--- src/design/tccw_pkg.sv ---
package tccw_pkg;

  // Operation codes carried on the operation port.
  typedef enum logic [2:0] {
    OP_PUT   = 3'd0,
    OP_SET   = 3'd1,
    OP_MOVE  = 3'd2,
    OP_CLEAR = 3'd3,
    OP_READ  = 3'd4
  } op_t;

  // Character codes with special meaning to put-char.
  localparam logic [7:0] CH_BS    = 8'h08;
  localparam logic [7:0] CH_TAB   = 8'h09;
  localparam logic [7:0] CH_LF    = 8'h0A;
  localparam logic [7:0] CH_CR    = 8'h0D;
  localparam logic [7:0] CH_SPACE = 8'h20;

  // Tab stops fall on multiples of eight; the mask clears the low bits.
  localparam logic signed [9:0] TAB_STEP = 10'sd8;
  localparam logic signed [9:0] TAB_MASK = ~(TAB_STEP - 10'sd1);

  localparam logic [7:0]  ATTR_RESET  = 8'h0F;
  localparam logic [15:0] RESET_BLANK = {ATTR_RESET, CH_SPACE};

  typedef enum logic [2:0] {
    ST_INIT,
    ST_IDLE,
    ST_EXEC,
    ST_RD_WAIT,
    ST_SCR_RD,
    ST_SCR_WR,
    ST_FILL,
    ST_FINISH
  } state_t;

  // Commands from the controller to the datapath.
  typedef struct packed {
    logic latch;
    logic exec;
    logic fill_write;
    logic scr_rd;
    logic scr_wr;
    logic load_result;
  } cmd_t;

  // Status from the datapath to the controller.
  typedef struct packed {
    logic op_clear;
    logic op_read;
    logic scroll;
    logic ptr_end;
    logic copy_end;
  } status_t;

endpackage

--- src/design/tccw_ctrl.sv ---
module tccw_ctrl (
  input  logic               clk,
  input  logic               rst,
  input  logic               start,
  input  tccw_pkg::status_t  status,
  output tccw_pkg::cmd_t     cmd,
  output logic               busy
);

  tccw_pkg::state_t state;
  tccw_pkg::state_t state_next;

  always_ff @(posedge clk) begin
    if (rst) begin
      state <= tccw_pkg::ST_INIT;
    end else begin
      state <= state_next;
    end
  end

  always_comb begin
    state_next = state;
    unique case (state)
      tccw_pkg::ST_INIT: begin
        if (status.ptr_end) state_next = tccw_pkg::ST_IDLE;
      end
      tccw_pkg::ST_IDLE: begin
        if (start) state_next = tccw_pkg::ST_EXEC;
      end
      tccw_pkg::ST_EXEC: begin
        if (status.op_clear) state_next = tccw_pkg::ST_FILL;
        else if (status.op_read) state_next = tccw_pkg::ST_RD_WAIT;
        else if (status.scroll) state_next = tccw_pkg::ST_SCR_RD;
        else state_next = tccw_pkg::ST_FINISH;
      end
      tccw_pkg::ST_RD_WAIT: begin
        state_next = tccw_pkg::ST_FINISH;
      end
      tccw_pkg::ST_SCR_RD: begin
        state_next = tccw_pkg::ST_SCR_WR;
      end
      tccw_pkg::ST_SCR_WR: begin
        if (status.copy_end) state_next = tccw_pkg::ST_FILL;
        else state_next = tccw_pkg::ST_SCR_RD;
      end
      tccw_pkg::ST_FILL: begin
        if (status.ptr_end) state_next = tccw_pkg::ST_FINISH;
      end
      tccw_pkg::ST_FINISH: begin
        state_next = tccw_pkg::ST_IDLE;
      end
      default: state_next = tccw_pkg::ST_INIT;
    endcase
  end

  always_comb begin
    cmd  = '0;
    busy = 1'b1;
    unique case (state)
      tccw_pkg::ST_INIT:    cmd.fill_write = 1'b1;
      tccw_pkg::ST_IDLE: begin
        busy      = 1'b0;
        cmd.latch = start;
      end
      tccw_pkg::ST_EXEC:    cmd.exec = 1'b1;
      tccw_pkg::ST_RD_WAIT: cmd = '0;
      tccw_pkg::ST_SCR_RD:  cmd.scr_rd = 1'b1;
      tccw_pkg::ST_SCR_WR:  cmd.scr_wr = 1'b1;
      tccw_pkg::ST_FILL:    cmd.fill_write = 1'b1;
      tccw_pkg::ST_FINISH:  cmd.load_result = 1'b1;
      default:              cmd = '0;
    endcase
  end

endmodule

--- config.mk ---
export PLATFORM = sky130hd
export DESIGN_NAME = tccw_ctrl
export DESIGN_NICKNAME = d
export VERILOG_FILES = /design/src/design/tccw_pkg.sv /design/src/design/tccw_ctrl.sv
export SDC_FILE = /design/constraint.sdc
export NUM_CORES = 1
export LEC_CHECK = 0
export BUFFER_PORTS_ARGS = -buffer_cell sky130_fd_sc_hd__buf_2
export CORE_AREA = 2 2 39 41
export CTS_CLUSTER_DIAMETER = 200
export DETAILED_ROUTE_END_ITERATION = 10
export DIE_AREA = 0 0 41 43
export GPL_TIMING_DRIVEN = 1
export PLACE_DENSITY = 0.42
export RECOVER_POWER = 50
export SLEW_MARGIN = 20
export SYNTH_ARGS = -nofsm -noshare
export SYNTH_HDL_FRONTEND = slang
export SYNTH_SLANG_ARGS = --single-unit
--- constraint.sdc ---
create_clock -name clk -period 1.05 [get_ports clk]
set_input_delay 0.21 -clock clk [delete_from_list [all_inputs] [get_ports clk]]
set_output_delay 0.21 -clock clk [all_outputs]
set_load 0.03 [all_outputs]
==> qor.csv, run 1 <==
metric;value;unit
outcome;finished with violations;
failing checks;setup timing;
CTS sink cnt;3;
Synth area leaders;dfxtp_1 (22%), a2111oi_2 (11%), buf_6 (8.4%);
Reg2Reg Depth;4;
Crit-path slowest cell;dfxtp_4;
Data arrival, critical path;1.07;ns
Setup Skew;0.0006383;ns
Synth-to-Final Area Change;142.1;%
setup tns final;-1.550;ns
post-route antenna net violation count;0;
DP Area;459.2;um2
# H-tree levels;1;
Synth warnings;0;
Final Hold Viols;0;
CP most frequent cell;buf_6;
CTS buffer count;3;
initial antenna violation count;0;
Max Slew Vio Count;0;
hold-fix buffers at CTS;0;
WP depth;3;
Post-Route WL;846;um
peak supply drop;513.4;uV
crit path time final;1.277;ns
fraction of layout cells with a size suffix above 1;86.67;%
hpwl dp;629.2;um
Initial Utilization;19.35;%
CP Buf/Inv Count;2;
Design Area, Final;648.1;um2
clk_lat worst skew;0.23;ns
io pins;15;
HP Class;in -> reg;
FF-to-FF End;state[0];
grt total ovfl;0;
WL per Instance;11.13;um
# rows;14;
worst slack, placed;-0.1279;ns
DR vias/cell;4.289;
Crit path max-delay family;flip-flops;
Seq/Total Area, Yosys;22.43;%
Mapped Cells;32;
Largest regs;state x3;
Die Span X;41;um
post-synth top area share;22.43;%
largest stage delay on the critical path;0.37;ns
Final WS setup;-0.2273;ns
max-cap violation count;0;
register bit total from synthesis;3;
Largest Register;state;
Crit Path Category;reg -> out;
number of global-route vias before repair;359;
FILL cells;134;
Die ar.;1763;um2
vias;326;
final setup fails;9;
Worst Path Required;0.84;ns
clk slew on worst S/H paths;0.04;ns
NumNets Final;69;
Worst Path Max Fanout;8;
Largest register FFs;3;
Max clock buf depth;2;
origin of the worst setup path;state[1];
final period utilization;121.6;%
core area;1384;um2
CP Cell Sequence;buf_6, nor3b_4, buf_6;
most common cell after layout, fill and taps aside;buf_6;
LEAKAGE;0.2770;nW
CP Capture Point;cmd[2];
post-synth design cell area;267.8;um2
Rel. slew slack;79.91;%
critical path launch point type;flip-flop;
leading area contributor after synthesis;dfxtp_1;
syn_nets;40;
Die Y;43;um
Unique masters post-synth;20;
CTS Root Cell;clkbuf_4;
RSZ-0062 raised after global routing;yes;
# DRC;0;
DRT iter0 DRCs;3;
pwr/cell area;1122;nW/um2
Final GP Congestion;0.7530;
fmax;782.9;MHz
drt first pass iters;2;
largest net degree at the start of global routing;9;
slew at the pin closest to its max-slew limit;0.3014;ns
Syn Area/Cell;8.367;um2
CTS tree;yes;
worst r2r src;state[1];
r2r setup slk;-0.18;ns
# diodes;0;
global-route wire length before repair;1559;um
Global Route Usage Sum;13.57;%
most frequent cells in the layout;buf_6 (10), buf_4 (9), buf_2 (7);
port bufs;14;
Crit. End Element;output pin;
[Yosys cell counts]
library cell,n
and2b_1,1
o21a_1,1
a2111oi_2,2
o32ai_1,1
buf_2,1
xor2_1,1
nor2_1,4
inv_1,1
nor4_1,2
nor3b_1,3
a21oi_1,1
or3b_1,1
nand2_1,1
nor2b_2,1
buf_6,2
dfxtp_1,3
nor3_1,1
and3_2,1
nand2b_1,2
nor2b_1,2
[through the flow]
| stage | hold WS (ns) | util [%] | std cells | power [mW] |
|---|---|---|---|---|
| after floorplan | 0.2810 | - | 32 | 0.3456 |
| after global placement | 0.4273 | 33.18 | 68 | 0.4215 |
| after detailed placement | 0.4326 | 33.18 | 68 | 0.4260 |
| after CTS | 0.1819 | 43.67 | 74 | 0.7104 |
| after global routing | 0.1839 | 46.84 | 76 | 0.7820 |
| final | 0.1883 | 46.84 | 76 | 0.7272 |
[power breakdown]
part	switching (mW)	internal [mW]	total [mW]
combinational	0.168	0.201	0.369
sequential	0.0288	0.127	0.156
clock	0.0594	0.142	0.202
[worst register-to-register path, stage by stage, from the launching register on]
cell       delay, ns
dfxtp_4         0.37
buf_4           0.15
and2b_2         0.23
a2111oi_4       0.04
a2111oi_2       0.32
[layer usage]
layer	vias up	GRT usage (%)	share of wire (%)
li1	168	-	-
met1	146	16.13	41
met2	10	20.94	54
met3	2	3.141	3.7
met4	0	8.000	2.0
met5	-	0	0
[timing repair]
item                       CTS  global route
pin swaps                    3             4
setup buffers                2             2
resized for setup           28             8
setup endpoints to repair   10            10
[cells by family (layout without fill, tap and decap cells)]
| logic type | Yosys count | after routing | share of synthesized area (%) |
|---|---|---|---|
| xor gates and xnor gates | 1 | 1 | 3.272 |
| buffers and inverters | 4 | 32 | 11.68 |
| DFF | 3 | 3 | 22.43 |
| and+or+nand+nor | 19 | 19 | 43.45 |
| AOI/OAI and AO/OA | 5 | 5 | 19.16 |
[worst min path at each step]
stage	from	endpoint	slack, ns	cells past startpoint
global placement	rst	state[0]	0.43	2
global route	rst	state[0]	0.18	2
CTS	rst	state[0]	0.18	2
finish	rst	state[0]	0.19	2
detailed placement	rst	state[1]	0.43	2
floorplan	rst	state[1]	0.28	1
[layout make-up]
class / instances / area [um2] / share of cell area [%]
multi-input cells: 25 / 296.5 / 45.75
repair buffers: 27 / 230.2 / 35.52
flip-flops and latches: 3 / 71.32 / 11.00
clock buffers: 4 / 26.28 / 4.054
well taps: 16 / 20.02 / 3.089
inverters: 1 / 3.754 / 0.5792
(Power assumes the default switching activity.)
==> inputs of run 2 (changes only) <==
--- a/config.mk
+++ b/config.mk
@@ -6,14 +6,17 @@
 export NUM_CORES = 1
 export LEC_CHECK = 0
 export BUFFER_PORTS_ARGS = -buffer_cell sky130_fd_sc_hd__buf_2
-export CORE_AREA = 2 2 39 41
+export CELL_PAD_IN_SITES_DETAIL_PLACEMENT = 0
+export CELL_PAD_IN_SITES_GLOBAL_PLACEMENT = 2
+export CORE_MARGIN = 1.5
+export CORE_UTILIZATION = 18
 export CTS_CLUSTER_DIAMETER = 200
 export DETAILED_ROUTE_END_ITERATION = 10
-export DIE_AREA = 0 0 41 43
 export GPL_TIMING_DRIVEN = 1
-export PLACE_DENSITY = 0.42
+export PLACE_DENSITY = 0.64
 export RECOVER_POWER = 50
 export SLEW_MARGIN = 20
 export SYNTH_ARGS = -nofsm -noshare
 export SYNTH_HDL_FRONTEND = slang
 export SYNTH_SLANG_ARGS = --single-unit
+export TNS_END_PERCENT = 20
==> qor.csv, run 2 (synthesis gave the netlist of run 1 again) <==
metric;value;unit
CP Cell Sequence;buf_4, nor3b_4, buf_6;
Crit-path slowest cell;dfxtp_4;
most frequent cells in the layout;buf_6 (11), buf_4 (9), buf_2 (7);
Initial Utilization;19.83;%
Largest register FFs;3;
fraction of layout cells with a size suffix above 1;80.33;%
largest stage delay on the critical path;0.36;ns
Synth-to-Final Area Change;138.3;%
# H-tree levels;1;
final hold slack;0.1937;ns
Die Span X;41.57;um
global-route wire length before repair;1380;um
fmax;791.2;MHz
peak supply drop;441.0;uV
Largest regs;state x3;
number of global-route vias before repair;351;
Largest Register;state;
Final GP Congestion;0.7035;
hold-fix buffers at CTS;0;
Max clock buf depth;2;
DRT iter0 DRCs;0;
Data arrival, critical path;1.05;ns
# diodes;0;
grt total ovfl;0;
pwr/cell area;1144;nW/um2
Die ar.;1728;um2
NumNets Final;70;
CTS Root Cell;clkbuf_4;
Die Y;41.57;um
critical path launch point type;flip-flop;
drt first pass iters;1;
Final WS setup;-0.2139;ns
DP Area;447.9;um2
port bufs;14;
met2 WL;517;um
failing checks;setup timing;
slew at the pin closest to its max-slew limit;0.2822;ns
HP Class;in -> reg;
initial antenna violation count;0;
Global Route Usage Sum;10.24;%
Design Area, Final;638.1;um2
most common cell after layout, fill and taps aside;buf_6;
outcome;finished with violations;
Crit. End Element;output pin;
CTS sink cnt;3;
# DRC;0;
met3 WL post-DR;26;um
CTS buffer count;3;
Crit path max-delay family;flip-flops;
io pins;15;
LEAKAGE;0.2717;nW
WL per Instance;11.59;um
Worst Path Required;0.84;ns
clk_lat worst skew;0.23;ns
# rows;13;
largest net degree at the start of global routing;11;
final period utilization;120.4;%
wl on met1;337;um
max-cap violation count;0;
Post-Route WL;881;um
Rel. slew slack;81.13;%
Final Hold Viols;0;
post-route antenna net violation count;0;
DR vias/cell;4.434;
clk slew on worst S/H paths;0.03;ns
CP Buf/Inv Count;2;
Crit Path Category;reg -> out;
final setup fails;10;
Max Slew Vio Count;0;
crit path time final;1.264;ns
RSZ-0062 raised after global routing;yes;
core area;1350;um2
vias;337;
Setup Skew;0.0005052;ns
CTS tree;yes;
hpwl dp;632.2;um
Worst Path Max Fanout;6;
top layer in use;met3;
## run 2: report_power, final
group / switching (mW) / internal, mW / total (mW)
Combinational: 0.173 / 0.215 / 0.388
Clock: 0.0504 / 0.142 / 0.192
Sequential: 0.0229 / 0.127 / 0.150
## run 2: final cells by class
type / count / area [um2]
fill: 138 / 711.9
clock buffer: 4 / 26.28
inverter: 1 / 3.754
multi-input combinational: 25 / 274.0
tap: 15 / 18.77
timing repair buffer: 28 / 246.5
sequential: 3 / 68.82
## run 2: worst paths after layout
path	start	endpoint	slack [ns]	cells after the start
max	state[2]	cmd[4]	-0.21	3
min	rst	state[0]	0.19	2
max reg2reg	state[0]	state[2]	-0.20	5
min reg2reg	state[2]	state[2]	0.68	2
## run 2: metrics by stage
stage	power (mW)	TNS (ns)	utilization (%)	setup slack, ns	std cells
after floorplan	0.3456	-0.02887	-	-0.01015	32
after global placement	0.4205	-0.6605	33.18	-0.1195	64
after detailed placement	0.4283	-0.9564	33.18	-0.1412	64
after CTS	0.6852	-1.776	42.45	-0.2350	72
after global routing	0.7829	-2.271	47.27	-0.2639	76
final	0.7303	-1.762	47.27	-0.2139	76
## run 2: worst reg2reg max path, stage by stage (launching register included)
cell	delay [ns]
dfxtp_2	0.32
buf_12	0.14
buf_4	0.14
or3b_1	0.36
a21oi_2	0.12
nor3_1	0.05
## run 2: layer usage
layer  track usage, %  up-vias
met2            18.13       10
met3            3.043        0
met4            3.871        0
met1            11.38      157
met5                0        -
li1                 -      170
## run 2: repair_timing
action / 4_1_cts / 5_1_grt
setup buffers: 4 / 4
pin swaps: 1 / 4
endpoints found under the hold margin: 0 / 0
setup endpoints to repair: 10 / 10
resized for setup: 22 / 7
